### config.mk
export PLATFORM = sky130hd
export DESIGN_NAME = countdown_timer_table_unit
export DESIGN_NICKNAME = d
export VERILOG_FILES = /design/src/rtl/ctt_pkg.sv /design/src/rtl/ctt_front.sv /design/src/rtl/ctt_engine.sv /design/src/rtl/ctt_res_fifo.sv /design/src/rtl/countdown_timer_table_unit.sv
export SDC_FILE = /design/constraint.sdc
export NUM_CORES = 1
export LEC_CHECK = 0
export ABC_AREA = 1
export BUFFER_PORTS_ARGS = -buffer_cell sky130_fd_sc_hd__buf_2
export CORE_MARGIN = 4
export CORE_UTILIZATION = 50
export CTS_CLUSTER_SIZE = 24
export DETAILED_ROUTE_END_ITERATION = 6
export HOLD_SLACK_MARGIN = 0.03
export PLACE_DENSITY_LB_ADDON = 0.12
export SYNTH_ARGS = -nofsm -noshare
export SYNTH_HDL_FRONTEND = slang
export SYNTH_SLANG_ARGS = --single-unit
### constraint.sdc
create_clock -name clk -period 6.5 [get_ports clk]
set_clock_uncertainty 0.15 [all_clocks]
set_input_delay 1.95 -clock clk [delete_from_list [all_inputs] [get_ports clk]]
set_output_delay 1.95 -clock clk [all_outputs]
set_load 0.005 [all_outputs]
### src/rtl/ctt_pkg.sv
// Shared types and constants for the countdown timer table.
// Used by every module of the block; depends on nothing.
`default_nettype none

package ctt_pkg;

  localparam int NUM_TIMERS = 16;
  localparam int IDX_W = (NUM_TIMERS > 1) ? $clog2(NUM_TIMERS) : 1;
  localparam int CNT_W = $clog2(NUM_TIMERS + 1);
  localparam int ID_W = 16;
  localparam int TICK_W = 16;

  // Both queues must have a power-of-two depth so the pointers wrap by themselves.
  localparam int CMDQ_DEPTH = 2;
  localparam int CMDQ_PTR_W = (CMDQ_DEPTH > 1) ? $clog2(CMDQ_DEPTH) : 1;
  localparam int CMDQ_CNT_W = $clog2(CMDQ_DEPTH + 1);
  localparam int RESQ_DEPTH = 2;
  localparam int RESQ_PTR_W = (RESQ_DEPTH > 1) ? $clog2(RESQ_DEPTH) : 1;
  localparam int RESQ_CNT_W = $clog2(RESQ_DEPTH + 1);

  localparam logic [1:0] REQ_SET = 2'd0;
  localparam logic [1:0] REQ_KILL = 2'd1;
  localparam logic [1:0] REQ_TICK = 2'd2;

  typedef enum logic [1:0] {
    OP_SET   = 2'd0,
    OP_KILL  = 2'd1,
    OP_CLEAR = 2'd2,
    OP_TICK  = 2'd3
  } op_t;

  typedef enum logic [2:0] {
    ST_RELOADED  = 3'd0,
    ST_ADDED     = 3'd1,
    ST_FULL      = 3'd2,
    ST_KILLED    = 3'd3,
    ST_NOT_FOUND = 3'd4,
    ST_CLEARED   = 3'd5,
    ST_EXPIRED   = 3'd6,
    ST_TICK_NONE = 3'd7
  } status_t;

  typedef struct packed {
    op_t              op;
    logic [ID_W-1:0]   id;
    logic [TICK_W-1:0] ticks;
  } cmd_t;

  typedef struct packed {
    status_t         status;
    logic [ID_W-1:0] expired_id;
    logic            last;
  } res_t;

endpackage

`default_nettype wire

### src/rtl/ctt_front.sv
// Front end: accepts requests, decodes them into commands and queues them.
// Depends on ctt_pkg.
`default_nettype none

module ctt_front import ctt_pkg::*; (
  input  wire logic                clk,
  input  wire logic                rst,
  input  wire logic                push,
  output logic                     full,
  input  wire logic [1:0]          req_type,
  input  wire logic [ID_W-1:0]     timer_id,
  input  wire logic [TICK_W-1:0]   ticks,
  output logic                     cmd_valid,
  output cmd_t                     cmd,
  input  wire logic                cmd_take
);

  cmd_t                  qmem [CMDQ_DEPTH];
  logic [CMDQ_PTR_W-1:0] wr_ptr;
  logic [CMDQ_PTR_W-1:0] rd_ptr;
  logic [CMDQ_CNT_W-1:0] qcnt;
  logic                  enq;
  logic                  deq;
  cmd_t                  dec;

  // Unused request code is consumed by the transfer but never queued.
  always_comb begin
    enq = push && !full;
    dec.id = timer_id;
    dec.ticks = ticks;
    dec.op = OP_SET;
    case (req_type)
      REQ_SET: dec.op = OP_SET;
      REQ_KILL: dec.op = (timer_id == '0) ? OP_CLEAR : OP_KILL;
      REQ_TICK: dec.op = OP_TICK;
      default: enq = 1'b0;
    endcase
  end

  assign full = (qcnt == CMDQ_CNT_W'(CMDQ_DEPTH));
  assign cmd_valid = (qcnt != '0);
  assign cmd = qmem[rd_ptr];
  assign deq = cmd_take && cmd_valid;

  always_ff @(posedge clk) begin
    if (rst) begin
      wr_ptr <= '0;
      rd_ptr <= '0;
      qcnt <= '0;
    end else begin
      if (enq) begin
        qmem[wr_ptr] <= dec;
        wr_ptr <= wr_ptr + 1'b1;
      end
      if (deq) rd_ptr <= rd_ptr + 1'b1;
      if (enq && !deq) qcnt <= qcnt + 1'b1;
      else if (deq && !enq) qcnt <= qcnt - 1'b1;
    end
  end

endmodule

`default_nettype wire

### src/rtl/ctt_engine.sv
// Back end: holds the timer table and runs one command at a time,
// one table entry per cycle while the result queue has room. Depends on ctt_pkg.
`default_nettype none

module ctt_engine import ctt_pkg::*; (
  input  wire logic clk,
  input  wire logic rst,
  input  wire logic cmd_valid,
  input  wire cmd_t cmd,
  output logic      cmd_take,
  output logic      res_push,
  output res_t      res,
  input  wire logic res_ready
);

  typedef enum logic [1:0] {
    S_IDLE = 2'b01,
    S_RUN  = 2'b10
  } state_t;

  state_t            state;
  logic [ID_W-1:0]   ids [NUM_TIMERS];
  logic [TICK_W-1:0] rem [NUM_TIMERS];
  logic [CNT_W-1:0]  count;
  logic [CNT_W-1:0]  pos;
  logic [CNT_W-1:0]  pos_m1;
  cmd_t              cur;
  logic              pend_valid;
  logic [ID_W-1:0]   pend_id;

  logic [IDX_W-1:0]  cur_idx;
  logic [ID_W-1:0]   rd_id;
  logic [TICK_W-1:0] rd_rem;
  logic              scan_end;
  logic              hit;
  logic              expire;
  logic              step;
  logic              done;
  logic              advance;
  logic              rm_en;
  logic              dec_en;
  logic              reload_en;
  logic              app_en;
  logic              clr;
  logic              pend_load;

  // Set and kill scan upward from entry 0; a tick walks down from the top.
  assign pos_m1 = pos - 1'b1;
  assign cur_idx = (cur.op == OP_TICK) ? pos_m1[IDX_W-1:0] : pos[IDX_W-1:0];
  assign rd_id = ids[cur_idx];
  assign rd_rem = rem[cur_idx];
  assign scan_end = (cur.op == OP_TICK) ? (pos == '0) : (pos == count);
  assign hit = (rd_id == cur.id);
  assign expire = (rd_rem <= TICK_W'(1));
  assign step = (state == S_RUN) && res_ready;
  assign cmd_take = (state == S_IDLE) && cmd_valid;

  always_comb begin
    res_push = 1'b0;
    res.status = ST_RELOADED;
    res.expired_id = '0;
    res.last = 1'b1;
    done = 1'b0;
    advance = 1'b0;
    rm_en = 1'b0;
    dec_en = 1'b0;
    reload_en = 1'b0;
    app_en = 1'b0;
    clr = 1'b0;
    pend_load = 1'b0;
    if (step) begin
      case (cur.op)
        OP_SET: begin
          if (scan_end) begin
            res_push = 1'b1;
            done = 1'b1;
            if (count < CNT_W'(NUM_TIMERS)) begin
              app_en = 1'b1;
              res.status = ST_ADDED;
            end else begin
              res.status = ST_FULL;
            end
          end else if (hit) begin
            reload_en = 1'b1;
            res_push = 1'b1;
            res.status = ST_RELOADED;
            done = 1'b1;
          end else begin
            advance = 1'b1;
          end
        end
        OP_KILL: begin
          if (scan_end) begin
            res_push = 1'b1;
            res.status = ST_NOT_FOUND;
            done = 1'b1;
          end else if (hit) begin
            rm_en = 1'b1;
            res_push = 1'b1;
            res.status = ST_KILLED;
            done = 1'b1;
          end else begin
            advance = 1'b1;
          end
        end
        OP_CLEAR: begin
          clr = 1'b1;
          res_push = 1'b1;
          res.status = ST_CLEARED;
          done = 1'b1;
        end
        OP_TICK: begin
          // An expiry is held back until the next one is found or the walk ends, so the final one can carry last.
          if (scan_end) begin
            res_push = 1'b1;
            done = 1'b1;
            res.status = pend_valid ? ST_EXPIRED : ST_TICK_NONE;
            res.expired_id = pend_valid ? pend_id : '0;
          end else begin
            advance = 1'b1;
            if (expire) begin
              rm_en = 1'b1;
              pend_load = 1'b1;
              if (pend_valid) begin
                res_push = 1'b1;
                res.status = ST_EXPIRED;
                res.expired_id = pend_id;
                res.last = 1'b0;
              end
            end else begin
              dec_en = 1'b1;
            end
          end
        end
        default: done = 1'b1;
      endcase
    end
  end

  always_ff @(posedge clk) begin
    if (rst) begin
      state <= S_IDLE;
      count <= '0;
      pend_valid <= 1'b0;
    end else begin
      case (state)
        S_IDLE: begin
          if (cmd_take) begin
            cur <= cmd;
            pos <= (cmd.op == OP_TICK) ? count : '0;
            pend_valid <= 1'b0;
            state <= S_RUN;
          end
        end
        S_RUN: begin
          if (done) state <= S_IDLE;
          if (advance) pos <= (cur.op == OP_TICK) ? pos_m1 : pos + 1'b1;
          if (pend_load) begin
            pend_valid <= 1'b1;
            pend_id <= rd_id;
          end
        end
        default: state <= S_IDLE;
      endcase
      if (clr) count <= '0;
      else if (app_en) count <= count + 1'b1;
      else if (rm_en) count <= count - 1'b1;
    end
  end

  // Removal closes the gap: every entry above the removed one moves down.
  always_ff @(posedge clk) begin
    for (int j = 0; j < NUM_TIMERS - 1; j++) begin
      if (rm_en && (IDX_W'(j) >= cur_idx)) begin
        ids[j] <= ids[j+1];
        rem[j] <= rem[j+1];
      end
    end
    if (reload_en) rem[cur_idx] <= cur.ticks;
    if (dec_en) rem[cur_idx] <= rd_rem - 1'b1;
    if (app_en) begin
      ids[count[IDX_W-1:0]] <= cur.id;
      rem[count[IDX_W-1:0]] <= cur.ticks;
    end
  end

  a_count_bound: assert property (@(posedge clk) disable iff (rst)
    count <= CNT_W'(NUM_TIMERS))
    else $error("timer count above table size");

  a_push_space: assert property (@(posedge clk) disable iff (rst)
    res_push |-> res_ready)
    else $error("result transfer into a full queue");

  a_clear_empties: assert property (@(posedge clk) disable iff (rst)
    (res_push && res.status == ST_CLEARED) |=> (count == '0))
    else $error("table not empty after clear");

  a_idle_quiet: assert property (@(posedge clk) disable iff (rst)
    (state == S_IDLE) |-> !res_push)
    else $error("result produced while idle");

  a_tick_walk: assert property (@(posedge clk) disable iff (rst)
    (state == S_RUN && cur.op == OP_TICK) |-> (pos <= count))
    else $error("tick walk position past table end");

endmodule

`default_nettype wire

### src/rtl/ctt_res_fifo.sv
// Result queue between the table engine and the result port.
// Depends on ctt_pkg.
`default_nettype none

module ctt_res_fifo import ctt_pkg::*; (
  input  wire logic            clk,
  input  wire logic            rst,
  input  wire logic            res_push,
  input  wire res_t            res,
  output logic                 res_ready,
  output logic                 empty,
  input  wire logic            pop,
  output logic [2:0]           status,
  output logic [ID_W-1:0]      expired_id,
  output logic                 last
);

  res_t                  qmem [RESQ_DEPTH];
  logic [RESQ_PTR_W-1:0] wr_ptr;
  logic [RESQ_PTR_W-1:0] rd_ptr;
  logic [RESQ_CNT_W-1:0] qcnt;
  logic                  enq;
  logic                  deq;
  res_t                  head;

  assign res_ready = (qcnt != RESQ_CNT_W'(RESQ_DEPTH));
  assign empty = (qcnt == '0);
  assign enq = res_push && res_ready;
  assign deq = pop && !empty;
  assign head = qmem[rd_ptr];
  assign status = head.status;
  assign expired_id = head.expired_id;
  assign last = head.last;

  always_ff @(posedge clk) begin
    if (rst) begin
      wr_ptr <= '0;
      rd_ptr <= '0;
      qcnt <= '0;
    end else begin
      if (enq) begin
        qmem[wr_ptr] <= res;
        wr_ptr <= wr_ptr + 1'b1;
      end
      if (deq) rd_ptr <= rd_ptr + 1'b1;
      if (enq && !deq) qcnt <= qcnt + 1'b1;
      else if (deq && !enq) qcnt <= qcnt - 1'b1;
    end
  end

endmodule

`default_nettype wire

### src/rtl/countdown_timer_table_unit.sv
// Top level of the countdown timer table: front end, table engine, result queue.
// Depends on ctt_pkg, ctt_front, ctt_engine and ctt_res_fifo.
`default_nettype none

// Table of up to NUM_TIMERS countdown timers, kept in insertion order. Requests
// go in through a short command queue and results come out of a short result
// queue, so either side may stall independently. The engine handles one request
// at a time and looks at one table entry per cycle while the result queue has
// room. A set or a kill is taken from the command queue, then scans upward from
// entry 0 until it finds the id or passes the last entry; a kill of id 0 instead
// empties the table. A tick walks every entry from the top down. A set or a kill
// gives one result. A tick gives one result per expired timer, highest table
// position first, or a single "none expired" result. The final result of each
// request has last set. Request code 3 is taken and dropped without a result.
// There is no clearing pass after reset.
module countdown_timer_table_unit import ctt_pkg::*; (
  input  wire logic                clk,
  input  wire logic                rst,
  input  wire logic                push,
  output logic                     full,
  input  wire logic [1:0]          req_type,
  input  wire logic [ID_W-1:0]     timer_id,
  input  wire logic [TICK_W-1:0]   ticks,
  output logic                     empty,
  input  wire logic                pop,
  output logic [2:0]               status,
  output logic [ID_W-1:0]          expired_id,
  output logic                     last
);

  logic cmd_valid;
  cmd_t cmd;
  logic cmd_take;
  logic res_push;
  res_t res;
  logic res_ready;

  ctt_front u_front (
    .clk       (clk),
    .rst       (rst),
    .push      (push),
    .full      (full),
    .req_type  (req_type),
    .timer_id  (timer_id),
    .ticks     (ticks),
    .cmd_valid (cmd_valid),
    .cmd       (cmd),
    .cmd_take  (cmd_take)
  );

  ctt_engine u_engine (
    .clk       (clk),
    .rst       (rst),
    .cmd_valid (cmd_valid),
    .cmd       (cmd),
    .cmd_take  (cmd_take),
    .res_push  (res_push),
    .res       (res),
    .res_ready (res_ready)
  );

  ctt_res_fifo u_res_fifo (
    .clk        (clk),
    .rst        (rst),
    .res_push   (res_push),
    .res        (res),
    .res_ready  (res_ready),
    .empty      (empty),
    .pop        (pop),
    .status     (status),
    .expired_id (expired_id),
    .last       (last)
  );

endmodule

`default_nettype wire
==> flow_metrics.tcl <==
set metrics [dict create \
    outcome "complete, no violations" \
    drt_iter0_drc 2753 \
    place_ws_ns 0.829 \
    seqPwrFrac_pct 38.4 \
    cts_root_buffer "clkbuf_16" \
    ys_ff_latch 693 \
    fin_ws_ns 0.631 \
    grt_overflow 0 \
    die_h_um 274 \
    grt_pass1_wl_mm 150 \
    worstSetupEndpointType "register" \
    crit_arrival_ns 6.03 \
    synth_ff_type "edfxtp_1" \
    vdd_drop_max_mv 0.229 \
    wl_per_cell_um 19.4 \
    io_pins 60 \
    grt_max_degree 76 \
    post_cts_buffers 0 \
    fin_nets 3994 \
    p_per_area_nw_per_um2 342 \
    crit_family "simple AND/OR/NAND/NOR gates" \
    cts_buffers 78 \
    synth_cell_types 50 \
    final_cell_mix "nand2_1 (1662), edfxtp_1 (675), nand3_1 (402)" \
    grt_use_met2_pct 37.7 \
    grt_usage_pct 25.4 \
    grt_pass1_vias 25300 \
    max_freq_ghz 0.170 \
    dieArea_sq_um 75100 \
    syn_inst 3950 \
    place_area_sq_um 36500 \
    hpwl_mm 66.9 \
    grt_use_met3_pct 4.80 \
    post_cts_resize_count 0 \
    max_cap_violations 0 \
    cts_tree "yes" \
    clock_sinks 693 \
    syn-num-nets 4003 \
    htreeDepth 3 \
    num_vias 27400 \
    drive_above_1_share_pct 9.67 \
    fin_crit_ns 5.87 \
    wl_mm 95.7 \
    final_common_cell "nand2_1" \
    start_kind "register" \
    combPwrFrac_pct 29.0 \
    crit_top_cell "nand2_1" \
    p_int_w 0.00859 \
    start_util_pct 50.4 \
    stdcell_area_sq_um 39000 \
    clk_path_buf_depth 3 \
    slew_violations 0 \
    avgSynthCellArea_sq_um 8.96 \
    core_sq_um 70100 \
    crit_path_max_incr_delay_ns 0.54 \
    num_antenna_cells 0 \
    tns_ns 0 \
    routed_via_density 5.55 \
    p_switching_w 0.00475 \
    setup-violations-final 0 \
    gp_congestion 0.908 \
    crit_chain "inv_2 > ha_1 > inv_1 > o21ai_4 > clkinv_2 > buf_12 > nand2_1 > nand2_1 > nand2_1 > nand4_1 > nand2_1 > nand2_1 > nor2_1 > nand2_1 > nor2_1 > nand4_1 > a21boi_2 > nand3_1 > o21ai_1 > buf_4" \
    cp_data_required_time_ns 6.66 \
    swShare_pct 35.6 \
    ys_async_sr_fraction_pct 0 \
    syn_area_sq_um 35400 \
    clk_pin_slew_ns 0.06 \
    crit_buf_inv 5 \
    busiest_layer "met1" \
    io_buffers 59 \
    worstMarginPinSlew_ns 1.25 \
    p_leak_nw 16.5 \
    crit_type "register to register" \
    antenna_found_initial 4 \
    grt_use_met1_pct 38.7 \
    ys_seq_area_share_pct 58.3 \
    drc 0 \
    area_growth_pct 10.3 \
    clock_latency_ns 0.63 \
    fin_crit_sh_pct 90.3 \
    antenna_left 0 \
    hold_viol_final 0 \
    grt_setup_unrepaired "false" \
    critical_path.max_fanout 43 \
    yosysWarnings 0 \
    cts-hold-fix-buffers 0 \
    hold_path_class "register to register" \
    p_clk_share_pct 32.6 \
    dr.pass1.iters 5 \
    die_x_um 274 \
    num_rows 97 \
    critPathSlowestCell "a21boi_2" \
    synth_edf_count 675 \
    max-slew-margin-rel_pct 16.4 \
]
## worst paths after layout
check | start | to | slack, ns | cells after the start
hold reg to reg | u_front.wr_ptr | u_front.wr_ptr | 0.31 | 2
setup reg to reg | u_engine.pos[0] | u_engine.rem[1][4] | 0.63 | 20
hold / removal | u_front.wr_ptr | u_front.wr_ptr | 0.31 | 2
setup / recovery | u_engine.pos[0] | u_engine.rem[1][4] | 0.63 | 20
## Yosys cell counts, drive strengths merged (16+ instances only)
library cell | number | area share [%]
edfxtp | 675 | 57
buf | 133 | 2.3
nor3b | 16 | 0.34
clkbuf | 107 | 1.1
o21ai | 305 | 4.4
nand4 | 17 | 0.30
mux2 | 54 | 1.7
nand3 | 404 | 5.8
nor3 | 16 | 0.24
a21oi | 35 | 0.50
inv | 213 | 2.3
dfxtp | 18 | 1.0
nor2 | 141 | 1.5
o211ai | 53 | 1.1
nand2 | 1691 | 18
## area by class of cell
class	instances	area, sq um
Sequential cell	693	20600
Multi-Input combinational cell	2803	12800
Timing Repair Buffer	151	1100
Clock inverter	46	389
Fill cell	6416	31100
Tap cell	940	1180
Inverter	214	807
Clock buffer	96	2090
## worst register-to-register path: cells and delay by family (launching register included)
kind            cells  cell delay, ns
compound gates      3            1.49
fa+ha+maj           1            0.32
buf+inv             5            1.14
flops               1            0.45
simple gates       11            2.03
## power groups by stage
stage                     clock network [W]  logic [W]  registers, W
after floorplan                           0    0.00250       0.00517
after global placement                    0    0.00379       0.00522
after detailed placement                  0    0.00377       0.00522
after CTS                           0.00440    0.00379       0.00513
after global routing                0.00460    0.00422       0.00514
final                               0.00434    0.00387       0.00513
## metal layers
layer  share of wire [%]  wire, um  up-vias
met1                  46     43800    12900
met5               0.028        27        -
met4                 2.0      1960        4
met2                  43     41100     1120
li1                    -         -    13200
met3                 9.3      8870      121
## metrics by stage
stage          total power (W)  util [%]  std cells  hold WS, ns
6_report                0.0133      55.6       4943        0.310
4_1_cts                 0.0133      55.6       4943        0.305
3_3_place_gp           0.00900      52.1       4801        0.286
2_1_floorplan          0.00767         -       3950        0.276
5_1_grt                 0.0140      55.6       4943        0.327
3_5_place_dp           0.00899      52.1       4801        0.296
## state kept, by name, summed over array words and instances (netlist names), named ones only
register	count
u_front.rd_ptr	1
u_front.qmem	68
u_engine.state	2
u_res_fifo.qmem	40
u_engine.count	5
u_front.qcnt	2
u_engine.ids	256
u_res_fifo.wr_ptr	1
u_engine.pend_valid	1
u_res_fifo.qcnt	2
u_engine.rem	256
u_res_fifo.rd_ptr	1
u_engine.pend_id	16
u_engine.cur	34
u_front.wr_ptr	1
u_engine.pos	5
## kinds of logic after synthesis
group / Yosys count / synth area share (%)
buffers and inverters: 454 / 5.74
flip-flops: 693 / 58.3
AND/OR/NAND/NOR: 2307 / 26.9
AO/OA/AOI/OAI: 414 / 6.48
adder cells (fa/ha/maj): 15 / 0.552
XOR/XNOR: 13 / 0.322
multiplexers: 54 / 1.72
Note: power is estimated with default switching activity, not from simulation.
